==> config.mk <==
export PLATFORM = sky130hd
export DESIGN_NAME = url_percent_decoder_top
export DESIGN_NICKNAME = d
export VERILOG_FILES = /design/src/rtl/upd_pkg.sv /design/src/rtl/upd_front.sv /design/src/rtl/upd_fifo.sv /design/src/rtl/upd_back.sv /design/src/rtl/url_percent_decoder_top.sv
export SDC_FILE = /design/constraint.sdc
export NUM_CORES = 1
export LEC_CHECK = 0
export ABC_CLOCK_PERIOD_IN_PS = 11200
export CORE_MARGIN = 3
export CORE_UTILIZATION = 65
export DETAILED_ROUTE_END_ITERATION = 8
export DONT_BUFFER_PORTS = 1
export MAX_ROUTING_LAYER = met4
export PLACE_DENSITY = 0.8
export SLEW_MARGIN = 5
export SYNTH_ARGS = -nofsm -noshare
export SYNTH_HDL_FRONTEND = slang
export SYNTH_SLANG_ARGS = --single-unit
==> constraint.sdc <==
create_clock -name clk_i -period 11.2 [get_ports clk_i]
set_input_delay 1.12 -clock clk_i [delete_from_list [all_inputs] [get_ports clk_i]]
set_output_delay 1.12 -clock clk_i [all_outputs]
set_load 0.05 [all_outputs]
==> src/rtl/upd_pkg.sv <==
`timescale 1ns / 1ps

package upd_pkg;

  localparam int unsigned ByteW  = 8;
  localparam int unsigned RecLen = 3;       // most bytes one item can produce
  localparam int unsigned QDepth = 4;       // record queue entries
  localparam int unsigned QPtrW  = $clog2(QDepth);
  localparam int unsigned QCntW  = $clog2(QDepth + 1);

  localparam logic [1:0] RecFull = 2'd3;

  // escape tracker codes
  localparam logic [1:0] PendNone  = 2'd0;
  localparam logic [1:0] PendPct   = 2'd1;
  localparam logic [1:0] PendDigit = 2'd2;

  localparam logic [ByteW-1:0] ChPlus  = 8'h2B;
  localparam logic [ByteW-1:0] ChPct   = 8'h25;
  localparam logic [ByteW-1:0] ChSpace = 8'h20;

  // one decoded group: up to three bytes, bytes[0] leaves first
  typedef struct packed {
    logic [RecLen-1:0][ByteW-1:0] bytes;
    logic [1:0]                   cnt;
    logic                         last;
  } upd_rec_t;

  function automatic logic is_hex(logic [ByteW-1:0] c);
    return (c >= 8'h30 && c <= 8'h39) || (c >= 8'h41 && c <= 8'h46) ||
           (c >= 8'h61 && c <= 8'h66);
  endfunction

  function automatic logic [3:0] hex_val(logic [ByteW-1:0] c);
    logic [3:0] v;
    v = 4'd0;
    if (c >= 8'h30 && c <= 8'h39) begin
      v = c[3:0];
    end else if ((c >= 8'h41 && c <= 8'h46) || (c >= 8'h61 && c <= 8'h66)) begin
      v = c[3:0] + 4'd9;
    end
    return v;
  endfunction

  // alphanumerics and the safe punctuation stay escaped
  function automatic logic keep_encoded(logic [ByteW-1:0] v);
    return (v >= 8'd48 && v <= 8'd57) || (v >= 8'd97 && v <= 8'd122) ||
           (v >= 8'd65 && v <= 8'd90) || v == 8'h21 || v == 8'h24 ||
           (v >= 8'h26 && v <= 8'h2f) || v == 8'h3A || v == 8'h3B ||
           v == 8'h3D || v == 8'h3f || v == 8'h40 || v == 8'h5f;
  endfunction

  // append a byte; further bytes are dropped once three are held
  function automatic upd_rec_t rec_push(upd_rec_t r, logic [ByteW-1:0] b);
    upd_rec_t o;
    o = r;
    if (r.cnt != RecFull) begin
      o.bytes[r.cnt] = b;
      o.cnt          = r.cnt + 2'd1;
    end
    return o;
  endfunction

endpackage

==> src/rtl/upd_front.sv <==
`timescale 1ns / 1ps

module upd_front import upd_pkg::*; (
  input  logic             clk_i,
  input  logic             rst_ni,
  input  logic             in_valid_i,
  output logic             in_ready_o,
  input  logic [ByteW-1:0] in_byte_i,
  input  logic             in_last_i,
  input  logic             q_full_i,
  output logic             q_push_o,
  output upd_rec_t         q_rec_o
);

  logic [1:0]       pend_q, pend_d;
  logic [ByteW-1:0] held_q, held_d;
  logic [ByteW-1:0] dec_v;
  logic             acc;
  upd_rec_t         rec;

  assign in_ready_o = !q_full_i;
  assign acc        = in_valid_i && in_ready_o;
  assign dec_v      = {hex_val(held_q), hex_val(in_byte_i)};

  always_comb begin
    rec    = '0;
    pend_d = PendNone;
    held_d = held_q;
    unique case (pend_q)
      PendPct: begin
        if (is_hex(in_byte_i)) begin
          held_d = in_byte_i;
          pend_d = PendDigit;
        end else begin
          rec = rec_push(rec, ChPct);
        end
      end
      PendDigit: begin
        if (is_hex(in_byte_i)) begin
          if (keep_encoded(dec_v)) begin
            rec = rec_push(rec, ChPct);
            rec = rec_push(rec, held_q);
            rec = rec_push(rec, in_byte_i);
          end else begin
            rec = rec_push(rec, dec_v);
          end
        end else begin
          rec = rec_push(rec, ChPct);
          rec = rec_push(rec, held_q);
        end
      end
      default: ;
    endcase

    // plain handling of the current byte unless it extended an escape
    if (!((pend_q == PendPct || pend_q == PendDigit) && is_hex(in_byte_i))) begin
      if (in_byte_i == ChPlus) begin
        rec = rec_push(rec, ChSpace);
      end else if (in_byte_i == ChPct) begin
        pend_d = PendPct;
      end else begin
        rec = rec_push(rec, in_byte_i);
      end
    end

    // end of string: flush whatever escape is open
    if (in_last_i) begin
      if (pend_d == PendPct || pend_d == PendDigit) begin
        rec = rec_push(rec, ChPct);
      end
      if (pend_d == PendDigit) begin
        rec = rec_push(rec, held_d);
      end
      pend_d = PendNone;
      held_d = '0;
    end
    rec.last = in_last_i;
  end

  assign q_push_o = acc && (rec.cnt != 2'd0);
  assign q_rec_o  = rec;

  always_ff @(posedge clk_i or negedge rst_ni) begin
    if (!rst_ni) begin
      pend_q <= PendNone;
      held_q <= '0;
    end else if (acc) begin
      pend_q <= pend_d;
      held_q <= held_d;
    end
  end

`ifndef SYNTHESIS
  a_last_clears: assert property (@(posedge clk_i) disable iff (!rst_ni)
    acc && in_last_i |=> pend_q == PendNone)
    else $error("escape state not cleared after last byte");
  a_last_emits: assert property (@(posedge clk_i) disable iff (!rst_ni)
    acc && in_last_i |-> q_push_o)
    else $error("last byte produced no output");
`endif

endmodule

==> src/rtl/upd_fifo.sv <==
`timescale 1ns / 1ps

module upd_fifo import upd_pkg::*; (
  input  logic     clk_i,
  input  logic     rst_ni,
  input  logic     push_i,
  input  upd_rec_t rec_i,
  output logic     full_o,
  input  logic     pop_i,
  output upd_rec_t rec_o,
  output logic     empty_o
);

  localparam logic [QPtrW-1:0] PtrLast = QPtrW'(QDepth - 1);
  localparam logic [QCntW-1:0] CntFull = QCntW'(QDepth);

  upd_rec_t         mem_q [QDepth];
  logic [QPtrW-1:0] wr_q, rd_q;
  logic [QCntW-1:0] cnt_q;

  assign full_o  = (cnt_q == CntFull);
  assign empty_o = (cnt_q == '0);
  assign rec_o   = mem_q[rd_q];

  always_ff @(posedge clk_i) begin
    if (push_i) begin
      mem_q[wr_q] <= rec_i;
    end
  end

  always_ff @(posedge clk_i or negedge rst_ni) begin
    if (!rst_ni) begin
      wr_q  <= '0;
      rd_q  <= '0;
      cnt_q <= '0;
    end else begin
      if (push_i) begin
        wr_q <= (wr_q == PtrLast) ? '0 : wr_q + 1'b1;
      end
      if (pop_i) begin
        rd_q <= (rd_q == PtrLast) ? '0 : rd_q + 1'b1;
      end
      if (push_i && !pop_i) begin
        cnt_q <= cnt_q + 1'b1;
      end else if (!push_i && pop_i) begin
        cnt_q <= cnt_q - 1'b1;
      end
    end
  end

`ifndef SYNTHESIS
  a_no_overflow: assert property (@(posedge clk_i) disable iff (!rst_ni)
    !(push_i && full_o))
    else $error("record queue overflow");
  a_no_underflow: assert property (@(posedge clk_i) disable iff (!rst_ni)
    !(pop_i && empty_o))
    else $error("record queue underflow");
`endif

endmodule

==> src/rtl/upd_back.sv <==
`timescale 1ns / 1ps

module upd_back import upd_pkg::*; (
  input  logic             clk_i,
  input  logic             rst_ni,
  input  upd_rec_t         q_rec_i,
  input  logic             q_empty_i,
  output logic             q_pop_o,
  output logic             out_valid_o,
  input  logic             out_ready_i,
  output logic [ByteW-1:0] out_byte_o,
  output logic             run_end_o,
  output logic             string_end_o
);

  logic             ov_q;
  logic [1:0]       idx_q;
  logic [ByteW-1:0] byte_q;
  logic             run_q, str_q;
  logic             load, fin;

  assign load    = !q_empty_i && (!ov_q || out_ready_i);
  assign fin     = (idx_q == q_rec_i.cnt - 2'd1);
  assign q_pop_o = load && fin;

  always_ff @(posedge clk_i or negedge rst_ni) begin
    if (!rst_ni) begin
      ov_q  <= 1'b0;
      idx_q <= '0;
    end else begin
      if (load) begin
        ov_q  <= 1'b1;
        idx_q <= fin ? 2'd0 : idx_q + 2'd1;
      end else if (out_ready_i) begin
        ov_q <= 1'b0;
      end
    end
  end

  always_ff @(posedge clk_i) begin
    if (load) begin
      byte_q <= q_rec_i.bytes[idx_q];
      run_q  <= fin;
      str_q  <= fin && q_rec_i.last;
    end
  end

  assign out_valid_o  = ov_q;
  assign out_byte_o   = byte_q;
  assign run_end_o    = run_q;
  assign string_end_o = str_q;

`ifndef SYNTHESIS
  a_idx_in_rec: assert property (@(posedge clk_i) disable iff (!rst_ni)
    !q_empty_i |-> idx_q < q_rec_i.cnt)
    else $error("byte index beyond record length");
`endif

endmodule

==> src/rtl/url_percent_decoder_top.sv <==
`timescale 1ns / 1ps

// URL percent decoder. Bytes of an encoded string enter one item at a time on
// the in_* channel, with in_last_i on the final byte; decoded bytes leave on
// the out_* channel, run_end_o marking the last byte caused by one input item
// and string_end_o the last byte of the string. '+' becomes a space, a valid
// %XX escape becomes its byte unless that byte is alphanumeric or safe
// punctuation (then all three characters pass through), and a broken escape
// is passed on literally. The front stage classifies each item in the cycle
// it is accepted and writes a record of up to three bytes into a four-entry
// queue; the back stage drains the queue one byte per cycle while out_ready_i
// is high, into an output register. Throughput is one input item per cycle
// while items give at most one byte each and out_ready_i stays high; the
// output port moves one byte per cycle, so bursts of three-byte expansions
// fill the queue and in_ready_o drops until it drains. Items that produce
// nothing (a held '%' or digit) take no queue entry.

module url_percent_decoder_top import upd_pkg::*; (
  input  logic             clk_i,
  input  logic             rst_ni,
  input  logic             in_valid_i,
  output logic             in_ready_o,
  input  logic [ByteW-1:0] in_byte_i,
  input  logic             in_last_i,
  output logic             out_valid_o,
  input  logic             out_ready_i,
  output logic [ByteW-1:0] out_byte_o,
  output logic             run_end_o,
  output logic             string_end_o
);

  // front -> queue
  logic     push, full;
  upd_rec_t push_rec;
  // queue -> back
  logic     pop, empty;
  upd_rec_t head_rec;

  upd_front u_front (
    .clk_i      (clk_i),
    .rst_ni     (rst_ni),
    .in_valid_i (in_valid_i),
    .in_ready_o (in_ready_o),
    .in_byte_i  (in_byte_i),
    .in_last_i  (in_last_i),
    .q_full_i   (full),
    .q_push_o   (push),
    .q_rec_o    (push_rec)
  );

  upd_fifo u_fifo (
    .clk_i   (clk_i),
    .rst_ni  (rst_ni),
    .push_i  (push),
    .rec_i   (push_rec),
    .full_o  (full),
    .pop_i   (pop),
    .rec_o   (head_rec),
    .empty_o (empty)
  );

  upd_back u_back (
    .clk_i        (clk_i),
    .rst_ni       (rst_ni),
    .q_rec_i      (head_rec),
    .q_empty_i    (empty),
    .q_pop_o      (pop),
    .out_valid_o  (out_valid_o),
    .out_ready_i  (out_ready_i),
    .out_byte_o   (out_byte_o),
    .run_end_o    (run_end_o),
    .string_end_o (string_end_o)
  );

`ifndef SYNTHESIS
  a_str_implies_run: assert property (@(posedge clk_i) disable iff (!rst_ni)
    out_valid_o && string_end_o |-> run_end_o)
    else $error("string end without run end");
`endif

endmodule

-- Word-level counts from Yosys, hierarchy flattened
Memory sizes are Yosys's and may differ from the RTL's.
Index checks and enable logic that the tools add are counted.
- bits of input ports: 13
- output and inout bits: 12
- memories kept: 1
- memory bits (writable): 108
- flip-flop bits (word level): 30
- logic and storage cells: 206
- memory list (memory ; depth ; bits a word ; rd ports ; clocked after Yosys merged registers in ; write ports ; RTL line ; source):
    u_fifo.mem_q ; 4 ; 27 ; 1 ; 0 ; 1 ; upd_fifo.sv:17 ; upd_rec_t mem_q [QDepth];
- bitwise operators: 6
- order comparisons: 33
- add/sub/neg operators: 14
- multiplexer cells: 67
- eq/ne operators: 24
- reduce and logical (&&, ||, !) cells: 51
- operators with widths (kind ; count):
    26-bit 2-to-1 mux ; 10
    27-bit 2-to-1 mux ; 9
    24-bit bitwise mux ; 5
    8-bit demux with 2-bit select ; 6
    8-bit 2-to-1 mux ; 10
    8-bit by 6-bit == test with 1-bit output, second input constant ; 8
    27-bit case mux with 2 select lines ; 1
    10-bit 2-to-1 mux ; 5
    8-bit by 7-bit greater-or-equal comparator with 1-bit output, second input constant ; 6
    8-bit by 7-bit <= comparator with 1-bit output, second input constant ; 6
    8-bit by 6-bit greater-or-equal comparator with 1-bit output, second input constant ; 4
    8-bit by 6-bit <= comparator with 1-bit output, second input constant ; 4
    1-bit logical AND ; 24
    21-bit bitwise AND ; 1
    2-bit by 3-bit < comparator with 1-bit output, second input constant ; 7
    21-bit inverter ; 1
    2-bit by 1-bit adder with 2-bit output, second input constant ; 9
    1-bit logical OR ; 18
    2-bit 2-to-1 mux ; 9
    8-bit binary-select mux with 2-bit select ; 1
    8-bit by 7-bit == test with 1-bit output, second input constant ; 2
    4-bit 2-to-1 mux ; 4
    15-bit bitwise AND ; 1
    15-bit inverter ; 1
    other kinds (18) ; 43

-- Logic depth before layout (Yosys ltp)
Gate-level depths: netlist of the first run.
- depth in word-level cells: 71
- depth in mapped cells: 19
- depth with buffers taken out: 18

-- By module
Synthesis of the first run repeated with hierarchy kept, for this count alone.
- cells, all modules: 511
- area total of the unflattened synthesis: 7096.8 um2
- by module, submodules not included (module ; instances ; cells each ; sequential area each (um2) ; area an instance (um2)):
    upd_fifo ; 1 ; 178 ; 3418.3 ; 4319.1
    upd_front ; 1 ; 272 ; 250.2 ; 2099.5
    upd_back ; 1 ; 61 ; 375.4 ; 678.2

-- Least setup slack after synthesis of the first run
OpenSTA, ideal clock, no wires.
- kind: input port to flip-flop
- start: input in_byte_i[0]
- end: memory u_fifo.mem_q[3][0] (netlist name) (enable)
- stages: 14
- library setup time: 386 ps
- data required time: 10814 ps
- path buffers: 1
- path slack: 6310 ps
- arrival: 4503 ps
- path through: buf_2 clkinv_1 ha_1 o21ba_2 o21ai_0 o21ai_4 nand2_1 clkinv_1 ha_1 nand2b_1 and2_1 nor2_1 a21oi_2 and2_1
- longest elaborated chain between the ends: 38
- elaborated cells between the ends (all ways): 82
- those cells by class: add/sub: 4; order compare: 14; eq/ne: 15; mux: 24; reduce/logical: 25
- RTL lines (item ; RTL line ; source):
    start, declared ; url_percent_decoder_top.sv:23 ; input logic [ByteW-1:0] in_byte_i,
    8-bit by 7-bit greater-or-equal comparator with 1-bit output (tied with other cells) ; upd_pkg.sv:30, upd_pkg.sv:39 ;
    1-bit logical AND, on equally long branches ; upd_pkg.sv:30, upd_pkg.sv:39, upd_pkg.sv:31 ;
    1-bit logical OR ; upd_pkg.sv:39 ; end else if ((c >= 8'h41 && c <= 8'h46) || (c >= 8'h61 && c <= 8'h66)) begin
    4-bit 2-to-1 mux ; upd_pkg.sv:39 ;
    4-bit 2-to-1 mux ; upd_pkg.sv:37 ; if (c >= 8'h30 && c <= 8'h39) begin
    8-bit by 6-bit greater-or-equal comparator with 1-bit output (tied with other cells) ; upd_pkg.sv:47 ; return (v >= 8'd48 && v <= 8'd57) || (v >= 8'd97 && v <= 8'd122) ||
    1-bit logical AND ; upd_pkg.sv:47 ;
    1-bit logical OR (2 in series) ; upd_pkg.sv:47 ;
    (+22 left out) ; n/a ;
    26-bit 2-to-1 mux ; upd_pkg.sv:57 ; if (r.cnt != RecFull) begin
    27-bit 2-to-1 mux ; upd_front.sv:71 ; if (pend_d == PendDigit) begin
    27-bit 2-to-1 mux (*) ; upd_front.sv:67 ; if (in_last_i) begin
    2-bit nonzero test (*) ; upd_front.sv:80 ; assign q_push_o = acc && (rec.cnt != 2'd0);
    1-bit logical AND (*) ; upd_front.sv:80 ;
    via push ; url_percent_decoder_top.sv:33 ; logic push, full;
    1-bit 2-to-1 mux (*) ; upd_fifo.sv:26 ; if (push_i) begin
    1-bit 2-to-1 mux (implied by the code) (*) ; upd_fifo.sv:27 ; mem_q[wr_q] <= rec_i;
    end, declared ; upd_fifo.sv:17 ;
The timed path passes the listed nets; every way through them passes the cells marked *. The select of a mux whose other input is x is not followed.

-- Worst setup path in the final report of the first run
- start: input in_byte_i[0]
- end: register u_fifo.cnt_q[2]
- longest elaborated chain between the ends: 39
- elaborated cells between the ends (all ways): 85
- those cells by class: add/sub: 4; order compare: 14; eq/ne: 15; mux: 23; reduce/logical: 29
- RTL lines (item ; RTL line ; source):
    8-bit by 7-bit greater-or-equal comparator with 1-bit output (tied with other cells) ; upd_pkg.sv:30, upd_pkg.sv:39 ;
    1-bit logical AND, on equally long branches ; upd_pkg.sv:30, upd_pkg.sv:39, upd_pkg.sv:31 ;
    1-bit logical OR ; upd_pkg.sv:39 ;
    4-bit 2-to-1 mux ; upd_pkg.sv:39 ;
    4-bit 2-to-1 mux ; upd_pkg.sv:37 ;
    8-bit by 6-bit greater-or-equal comparator with 1-bit output (tied with other cells) ; upd_pkg.sv:47 ;
    1-bit logical AND ; upd_pkg.sv:47 ;
    1-bit logical OR (2 in series) ; upd_pkg.sv:47 ;
    (+23 left out) ; n/a ;
    27-bit 2-to-1 mux ; upd_front.sv:71 ;
    27-bit 2-to-1 mux (*) ; upd_front.sv:67 ;
    2-bit nonzero test (*) ; upd_front.sv:80 ;
    1-bit logical AND (*) ; upd_front.sv:80 ;
    via push ; url_percent_decoder_top.sv:33 ;
    1-bit zero test ; upd_fifo.sv:45 ; end else if (!push_i && pop_i) begin
    1-bit logical AND ; upd_fifo.sv:45 ;
    2-bit nonzero test (no line) ; n/a ;
    end signal, assigned ; upd_fifo.sv:44 ; cnt_q <= cnt_q + 1'b1;
    end signal, assigned ; upd_fifo.sv:46 ; cnt_q <= cnt_q - 1'b1;
    end, declared ; upd_fifo.sv:19 ; logic [QCntW-1:0] cnt_q;
Marked as above.
A chain may end at the register's enable or synchronous reset.

==> summary.md, run 1 <==
| Metric | Value |
|---|---|
| Post-synthesis sequential area ratio | 56.6% |
| Syn Inst Count | 548 |
| Sequential cell area | 4050 µm² |
| Clock Latency Late Sink | 530 ps |
| Die X | 111 µm |
| Relative slew margins | 36.4% |
| Area grow syn2layout | 9.33% |
| H-tree depth | 4 |
| R2r setup slk | 6870 ps |
| Diode count | 0 |
| Maximum buffer depth of the clock tree | 2 |
| Initial antenna violation count | 0 |
| Post CTS Setup Buffer Count | 0 |
| CTS sink cnt | 138 |
| Worst r2r src | u_front.held_q[1]$_DFFE_PN0P_ |
| Io pins | 25 |
| Slew Limit Fails | 0 |
| Hold Vio Cnt, Final | 0 |
| Critical Path Start Type | input port |
| Skew final | 9.52 ps |
| Register share of total power | 47.6% |
| Nets | 576 |
| Row cnt | 37 |
| Max Cap Violations | 0 |
| Critical Path Fanout Max | 13 |
| Core Area | 10500 µm² |
| Post-Synth Adder-Cell Area | 3.25% |
| Yosys cell types | 76 |
| Via count | 4961 |
| Routed WL per cell | 25.8 µm |
| Post-route ant nets | 0 |
| Hold_buf cts | 0 |
| Pwr Density | 227 nW/µm² |
| Net Sw Frac | 32.5% |
| Final setup TNS | 0 ps |
| Syn_area_per_cell | 13.0 µm² |
| Post-synth design cell area | 7150 µm² |
| CTS tree | done |
| Internal power | 0.00120 W |
| Unrepaired setup endpoints after global routing | no |
| Post-route clock period utilization | 44.7% |
| Post-Synth XOR/XNOR Area | 0.980% |
| Placed Area | 7240 µm² |
| Post-synth EDFFs | 118 |
| Starting density of the core | 68.0% |
| Crit path DAT | 5460 ps |
| Switching power | 0.000578 W |
| Mux contribution to synthesized area | 11.1% |
| GRT Util Overall | 30.9% |
| Final wirelength | 17900 µm |
| Die height | 111 µm |
| Area of the multi-input gates | 2870 µm² |
| Worst Hold Class | input port to async pin |
| DPL Wire Length | 11600 µm |
| Top_reg_cell synth | edfxtp_1 |
| Critical path type | input port to flip-flop |
| Global-route wire length before repair | 28100 µm |
| Fin crit period | 5000 ps |
| Reg clk slew, reported paths | 70 ps |
| Fill cell count | 658 |
| DIE AREA | 12300 µm² |
| Grt ovf | 0 |
| Worst-Margin Slew | 954 ps |
| DRC Markers | 0 |
| Critical path required time | 11650 ps |
| Clock share of power | 30.4% |
| Placer Congestion | 0.968 |
| Synth warnings | 0 |
| Largest family of logic cells by synthesized area | compound AO/OA/AOI/OAI gates |
| Static leakage | 2.73 nW |
| Comb pwr share | 22.0% |
| CTS Buf Count | 17 |
| CP endpoint kind | flip-flop |
| Pin count of the biggest net entering global routing | 31 |
| Yosys reg bits | 138 |
| Simple-gate portion of the synthesized area | 10.3% |
| Drt first pass iters | 5 |
| Clock root buffer | clkbuf_8 |
| Worst reg2reg path depth | 16 |
| Port Buffers | 0 |
| Share of post-route cells with drive strength above 1 | 16.7% |
| Fraction of the mapped netlist area in compound gates | 14.5% |
| Detailed router's first-iteration violation count | 788 |
| Peak supply drop | 241 µV |
| Synthesized net count | 579 |
| Max Freq | 200 MHz |
| Commonest non-fill, non-tap cell in the layout | edfxtp_1 |
| Vias in the first global route | 4909 |
| Status | finished, final reports clean |
| RR Endpoint | u_fifo.cnt_q[2]$_DFFE_PN0P_ |
| Final instance area | 7820 µm² |
| Async S/R FF share, synth | 14.5% |
| # setup viols final | 0 |
| Drt via density | 7.15 |
| Most frequent cells in the layout | edfxtp_1, nand2_1, o21ai_0 |
| Post-cts sizing count | 0 |
[through the flow]
step / power (W) / setup WS [ps] / utilization [%] / cells / hold slack [ps]
after CTS: 0.00179 / 6260 / 74.4 / 694 / 261
after global placement: 0.00121 / 5840 / 68.9 / 662 / 484
after floorplan: 0.00113 / 6310 / - / 548 / 464
after global routing: 0.00185 / 5880 / 74.4 / 694 / 256
final: 0.00178 / 6200 / 74.4 / 694 / 282
after detailed placement: 0.00124 / 5700 / 68.9 / 662 / 500
[cells in the mapped netlist, types with 3 or more instances]
| cell | instances | area share [%] |
|---|---|---|
| o21ai_0 | 32 | 2.2 |
| mux2_2 | 5 | 0.79 |
| nand2_1 | 57 | 3.0 |
| nor3_1 | 7 | 0.49 |
| nor4_1 | 4 | 0.35 |
| o21a_1 | 6 | 0.63 |
| mux4_2 | 27 | 8.5 |
| o221ai_1 | 5 | 0.61 |
| o21bai_1 | 3 | 0.31 |
| o31ai_1 | 5 | 0.52 |
| buf_1 | 8 | 0.42 |
| a21oi_1 | 16 | 1.1 |
| o211ai_1 | 12 | 1.3 |
| and2_1 | 10 | 0.87 |
| nor3b_1 | 4 | 0.42 |
| xor2_1 | 3 | 0.37 |
| mux2i_1 | 13 | 1.8 |
| nand2b_1 | 8 | 0.70 |
| ha_1 | 17 | 3.0 |
| o221a_2 | 3 | 0.47 |
| a21o_1 | 4 | 0.42 |
| a2bb2oi_1 | 6 | 0.73 |
| clkbuf_1 | 12 | 0.63 |
| buf_2 | 5 | 0.35 |
| inv_1 | 27 | 1.4 |
| o22ai_1 | 11 | 0.96 |
| a22o_1 | 3 | 0.37 |
| a31oi_1 | 4 | 0.35 |
| edfxtp_1 | 118 | 50 |
| nor2_1 | 27 | 1.4 |
| xnor2_1 | 5 | 0.61 |
| nand3_1 | 9 | 0.63 |
| dfrtp_1 | 20 | 7.0 |
[kinds of logic (layout without fill, tap and decap cells)]
| family | count (synthesis) | after routing |
|---|---|---|
| compound gates | 138 | 138 |
| buf+inv | 58 | 68 |
| flops | 138 | 138 |
| mux | 45 | 45 |
| xor+xnor | 8 | 8 |
| fa+ha+maj | 18 | 18 |
| simple gates | 143 | 143 |
[power groups by stage]
stage / Sequential [W] / Clock (W) / Combinational (W)
3_3_place_gp: 0.000842 / 0 / 0.000366
6_report: 0.000846 / 0.000540 / 0.000392
3_5_place_dp: 0.000856 / 0 / 0.000383
4_1_cts: 0.000848 / 0.000546 / 0.000393
5_1_grt: 0.000859 / 0.000569 / 0.000422
2_1_floorplan: 0.000797 / 0 / 0.000330
[worst max-delay path, stage by stage]
cell      delay (ps)
clkinv_1         180
ha_1             340
o21ba_2          240
o21ai_0          450
o21ai_4          210
nand2_1          360
clkinv_1         330
ha_1             440
nand2b_1         110
and2_1           190
nor2_1            80
a21oi_2          300
ha_1             240
inv_1             60
fa_1             370
xor2_1           170
nor2_1           110
xor2_1           140
[area by class of cell]
| class | count | area share [%] |
|---|---|---|
| Clock buffer | 19 | 5.52 |
| Clock inverter | 13 | 1.82 |
| Inverter | 29 | 1.39 |
| Multi-Input combinational cell | 352 | 36.7 |
| Sequential cell | 138 | 51.7 |
| Tap cell | 136 | 2.18 |
| Timing Repair Buffer | 7 | 0.672 |
[routing by layer]
metal / part of all wire (%) / global-route usage [%] / up-vias
met4: 3.8 / 12.9 / 0
met5: 0 / - / -
met1: 39 / 41.0 / 2419
met3: 9.5 / 6.60 / 66
li1: - / - / 2116
met2: 48 / 47.0 / 360
[flip-flops by register name, summed over array words and instances (netlist names)]
register and cells:
u_fifo.rd_q 2, u_front.pend_q 2, u_back.string_end_o 1, u_fifo.wr_q 2
u_front.held_q 8, u_back.out_valid_o 1, u_back.idx_q 2, u_back.run_end_o 1
u_fifo.cnt_q 3, u_back.out_byte_o 8, u_fifo.mem_q 108
[how the worst max path moves through the flow]
| stage | start | endpoint | slack (ps) | cells after the start |
|---|---|---|---|---|
| global placement | in_byte_i[0] | u_fifo.cnt_q[2]$_DFFE_PN0P_ | 5840 | 18 |
| CTS | in_byte_i[0] | u_fifo.cnt_q[2]$_DFFE_PN0P_ | 6260 | 18 |
| floorplan | in_byte_i[0] | u_fifo.mem_q[3][0]$_DFFE_PP_ | 6310 | 14 |
| detailed placement | in_byte_i[0] | u_fifo.cnt_q[2]$_DFFE_PN0P_ | 5700 | 18 |
| global route | in_byte_i[0] | u_fifo.cnt_q[2]$_DFFE_PN0P_ | 5880 | 18 |
| finish | in_byte_i[0] | u_fifo.cnt_q[2]$_DFFE_PN0P_ | 6200 | 18 |
Power figures use the tool's default switching activity.
==> run 2, diff against run 1 <==
--- a/config.mk
+++ b/config.mk
@@ -5,13 +5,13 @@
 export SDC_FILE = /design/constraint.sdc
 export NUM_CORES = 1
 export LEC_CHECK = 0
-export ABC_CLOCK_PERIOD_IN_PS = 11200
+export ABC_CLOCK_PERIOD_IN_PS = 4100
 export CORE_MARGIN = 3
-export CORE_UTILIZATION = 65
+export CORE_UTILIZATION = 58
 export DETAILED_ROUTE_END_ITERATION = 8
 export DONT_BUFFER_PORTS = 1
 export MAX_ROUTING_LAYER = met4
-export PLACE_DENSITY = 0.8
+export PLACE_DENSITY = 0.75
 export SLEW_MARGIN = 5
 export SYNTH_ARGS = -nofsm -noshare
 export SYNTH_HDL_FRONTEND = slang
==> constraint.sdc (replaced) <==
create_clock -name clk_i -period 4.1 [get_ports clk_i]
set_input_delay 0.41 -clock clk_i [delete_from_list [all_inputs] [get_ports clk_i]]
set_output_delay 0.41 -clock clk_i [all_outputs]
set_load 0.05 [all_outputs]
==> run 2 against run 1 <==
Net effect:
- final cell count grew 3.5%
- register-to-register slack worse by 6600 ps
- worst hold slack worse by 190 ps
- non-clock buffer count is 17 higher
- first-iteration DRC count down 25%
- via count shrank 2.9%
- die area up 11%
- critical path depth decreased by 2
- largest power group unchanged
- highest routed layer unchanged
==> summary.md, run 2 (synthesis results as in run 1) <==
| Metric | Value |
|---|---|
| CTS Buf Count | 17 (unchanged) |
| Pre-CTS WS | 200 ps (-5500 ps) |
| Row cnt | 39 (+5.4%) |
| DPL Wire Length | 11400 µm (-1.6%) |
| CTS tree | done |
| Clock root buffer | clkbuf_16 |
| Static leakage | 2.82 nW (+3.0%) |
| Critical path launch point | u_front.held_q[0]$_DFFE_PN0P_ |
| Fin crit period | 3800 ps |
| Unrepaired setup endpoints after global routing | no |
| Final setup TNS | 0 ps (unchanged) |
| Fill cell count | 807 (+23%) |
| Reg clk slew, reported paths | 60 ps (about the same) |
| Worst-Margin Slew | 991 ps (+37.5 ps) |
| Hold worst-path end | u_fifo.mem_q[3][0]$_DFFE_PP_ |
| CTS sink cnt | 138 (unchanged) |
| Largest register by flop count | u_fifo.mem_q |
| Grt ovf | 0 (unchanged) |
| Post-cts sizing count | 0 (unchanged) |
| Critical path type | flip-flop to flip-flop |
| Commonest non-fill, non-tap cell in the layout | edfxtp_1 |
| Final instance area | 7990 µm² (+2.2%) |
| Detailed router's first-iteration violation count | 589 (-25%) |
| Io pins | 25 (unchanged) |
| Routed WL per cell | 23.4 µm (-9.3%) |
| Global-route wire length before repair | 26500 µm (-5.8%) |
| Max reg flops | 108 (unchanged) |
| Area grow syn2layout | 11.7% |
| Port Buffers | 0 (unchanged) |
| Worst hold slack | 87.2 ps (-195 ps) |
| Worst r2r src | u_front.held_q[0]$_DFFE_PN0P_ |
| Worst reg2reg path depth | 16 (unchanged) |
| Initial antenna violation count | 0 (unchanged) |
| RR Endpoint | u_fifo.cnt_q[2]$_DFFE_PN0P_ |
| Worst hold path cell count | 0 |
| Starting density of the core | 61.1% (-7.0 points) |
| Die height | 117 µm (+5.5%) |
| Relative slew margins | 33.7% (-2.7 points) |
| Die X | 117 µm (+5.5%) |
| CP endpoint kind | flip-flop |
| PnR worst setup slack | 297 ps (-5900 ps) |
| Placed Area | 7430 µm² (+2.5%) |
| DIE AREA | 13700 µm² (+11%) |
| Post CTS Setup Buffer Count | 0 (unchanged) |
| # setup viols final | 0 (unchanged) |
| Skew final | 7.24 ps (-2.28 ps) |
| Status | finished, final reports clean |
| Post-route clock period utilization | 92.8% |
| R2r setup slk | 300 ps (-6570 ps) |
| Most frequent cells in the layout | edfxtp_1, nand2_1, o21ai_0 |
| Via count | 4815 (-2.9%) |
| Crit path cell chain | inv_1 -> ha_1 -> o21bai_1 -> a21oi_1 -> a22o_2 -> nand3_2 -> or4b_4 -> o211ai_2 -> a31oi_4 -> a21oi_2 -> ha_1 -> inv_1 -> fa_1 -> xor2_1 -> nor2_1 -> xor2_1 |
| Max Freq | 263 MHz |
| Share of post-route cells with drive strength above 1 | 19.3% (+2.6 points) |
| Crit path DAT | 4150 ps (-1310 ps) |
| Placer Congestion | 0.968 (about the same) |
| Drt via density | 6.71 (-6.2%) |
| Final core utilization | 68.2% (-6.2 points) |
| Pwr Density | 604 nW/µm² (+170%) |
| Core Area | 11700 µm² (+11%) |
| Maximum buffer depth of the clock tree | 2 (unchanged) |
| DRC Markers | 0 (unchanged) |
| Critical path required time | 4450 ps (-7200 ps) |
| Diode count | 0 (unchanged) |
| Crit path max-delay family | compound AO/OA/AOI/OAI gates |
| Final wirelength | 16800 µm (-6.2%) |
| CP max stage cell | or4b_4 |
| Min-delay src | in_last_i |
| Worst Hold Class | input port to flip-flop |
| Peak supply drop | 306 µV (+27%) |
| Hold_buf cts | 1 (+1) |
| CP bufs+invs | 2 (-1) |
| Nets | 593 (+3.0%) |
| Critical Path Start Type | flip-flop |
| H-tree depth | 4 (unchanged) |
| Post-route ant nets | 0 (unchanged) |
| Drt first pass iters | 5 (unchanged) |
| Hold Vio Cnt, Final | 0 (unchanged) |
| CP peak stage delay | 530 ps (+80 ps) |
| Clock Latency Late Sink | 420 ps (-110 ps) |
| Pin count of the biggest net entering global routing | 28 (-9.7%) |
| Vias in the first global route | 4685 (-4.6%) |
| Critical Path Fanout Max | 11 (-2) |
| Max Cap Violations | 0 (unchanged) |
| GRT Util Overall | 27.3% (-3.5 points) |
| Slew Limit Fails | 0 (unchanged) |
==> run 2: worst register-to-register path: stages, from the launching register on <==
cell and delay (ps):
dfrtp_1 510, inv_1 170, ha_1 200, o21bai_1 90, a21oi_1 380, a22o_2 280
nand3_2 110, or4b_4 530, o211ai_2 110, a31oi_4 140, a21oi_2 170, ha_1 190
inv_1 60, fa_1 370, xor2_1 170, nor2_1 110, xor2_1 150
==> run 2: power breakdown <==
group	internal [W]	leakage, nW	switching (W)
Clock	0.000833	0.262	0.000585
Sequential	0.00188	1.37	0.000371
Combinational	0.000549	1.19	0.000603
Total	0.00327	2.82	0.00156
==> run 2: worst max path at each step <==
stage	to	slack [ps]	cells past startpoint
after global routing	u_fifo.cnt_q[2]$_DFFE_PN0P_	100	16
after floorplan	u_fifo.cnt_q[2]$_DFFE_PN0P_	60	19
after CTS	u_fifo.cnt_q[2]$_DFFE_PN0P_	300	16
after global placement	u_fifo.cnt_q[2]$_DFFE_PN0P_	340	18
after detailed placement	u_fifo.cnt_q[2]$_DFFE_PN0P_	200	18
final	u_fifo.cnt_q[2]$_DFFE_PN0P_	300	16
==> run 2: layout make-up <==
type / count / area [µm²] / share of cell area [%]
timing repair buffer: 24 / 233 / 2.91
sequential: 138 / 4050 / 50.6
multi-input combinational: 352 / 2870 / 35.9
tap: 143 / 179 / 2.24
inverter: 29 / 109 / 1.36
clock inverter: 14 / 123 / 1.53
clock buffer: 18 / 429 / 5.37
==> run 2: stage by stage <==
stage | std cells | power (W)
6_report | 718 | 0.00482
5_1_grt | 718 | 0.00505
4_1_cts | 718 | 0.00486
3_5_place_dp | 685 | 0.00343
3_3_place_gp | 685 | 0.00337
2_1_floorplan | 548 | 0.00308
==> run 2: metal layers <==
layer | GRT usage, % | part of all wire, % | up-vias
met5 | - | 0 | -
met4 | 10.1 | 2.7 | 0
met3 | 5.60 | 7.2 | 41
li1 | - | - | 2160
met1 | 35.9 | 41 | 2379
met2 | 42.6 | 49 | 235
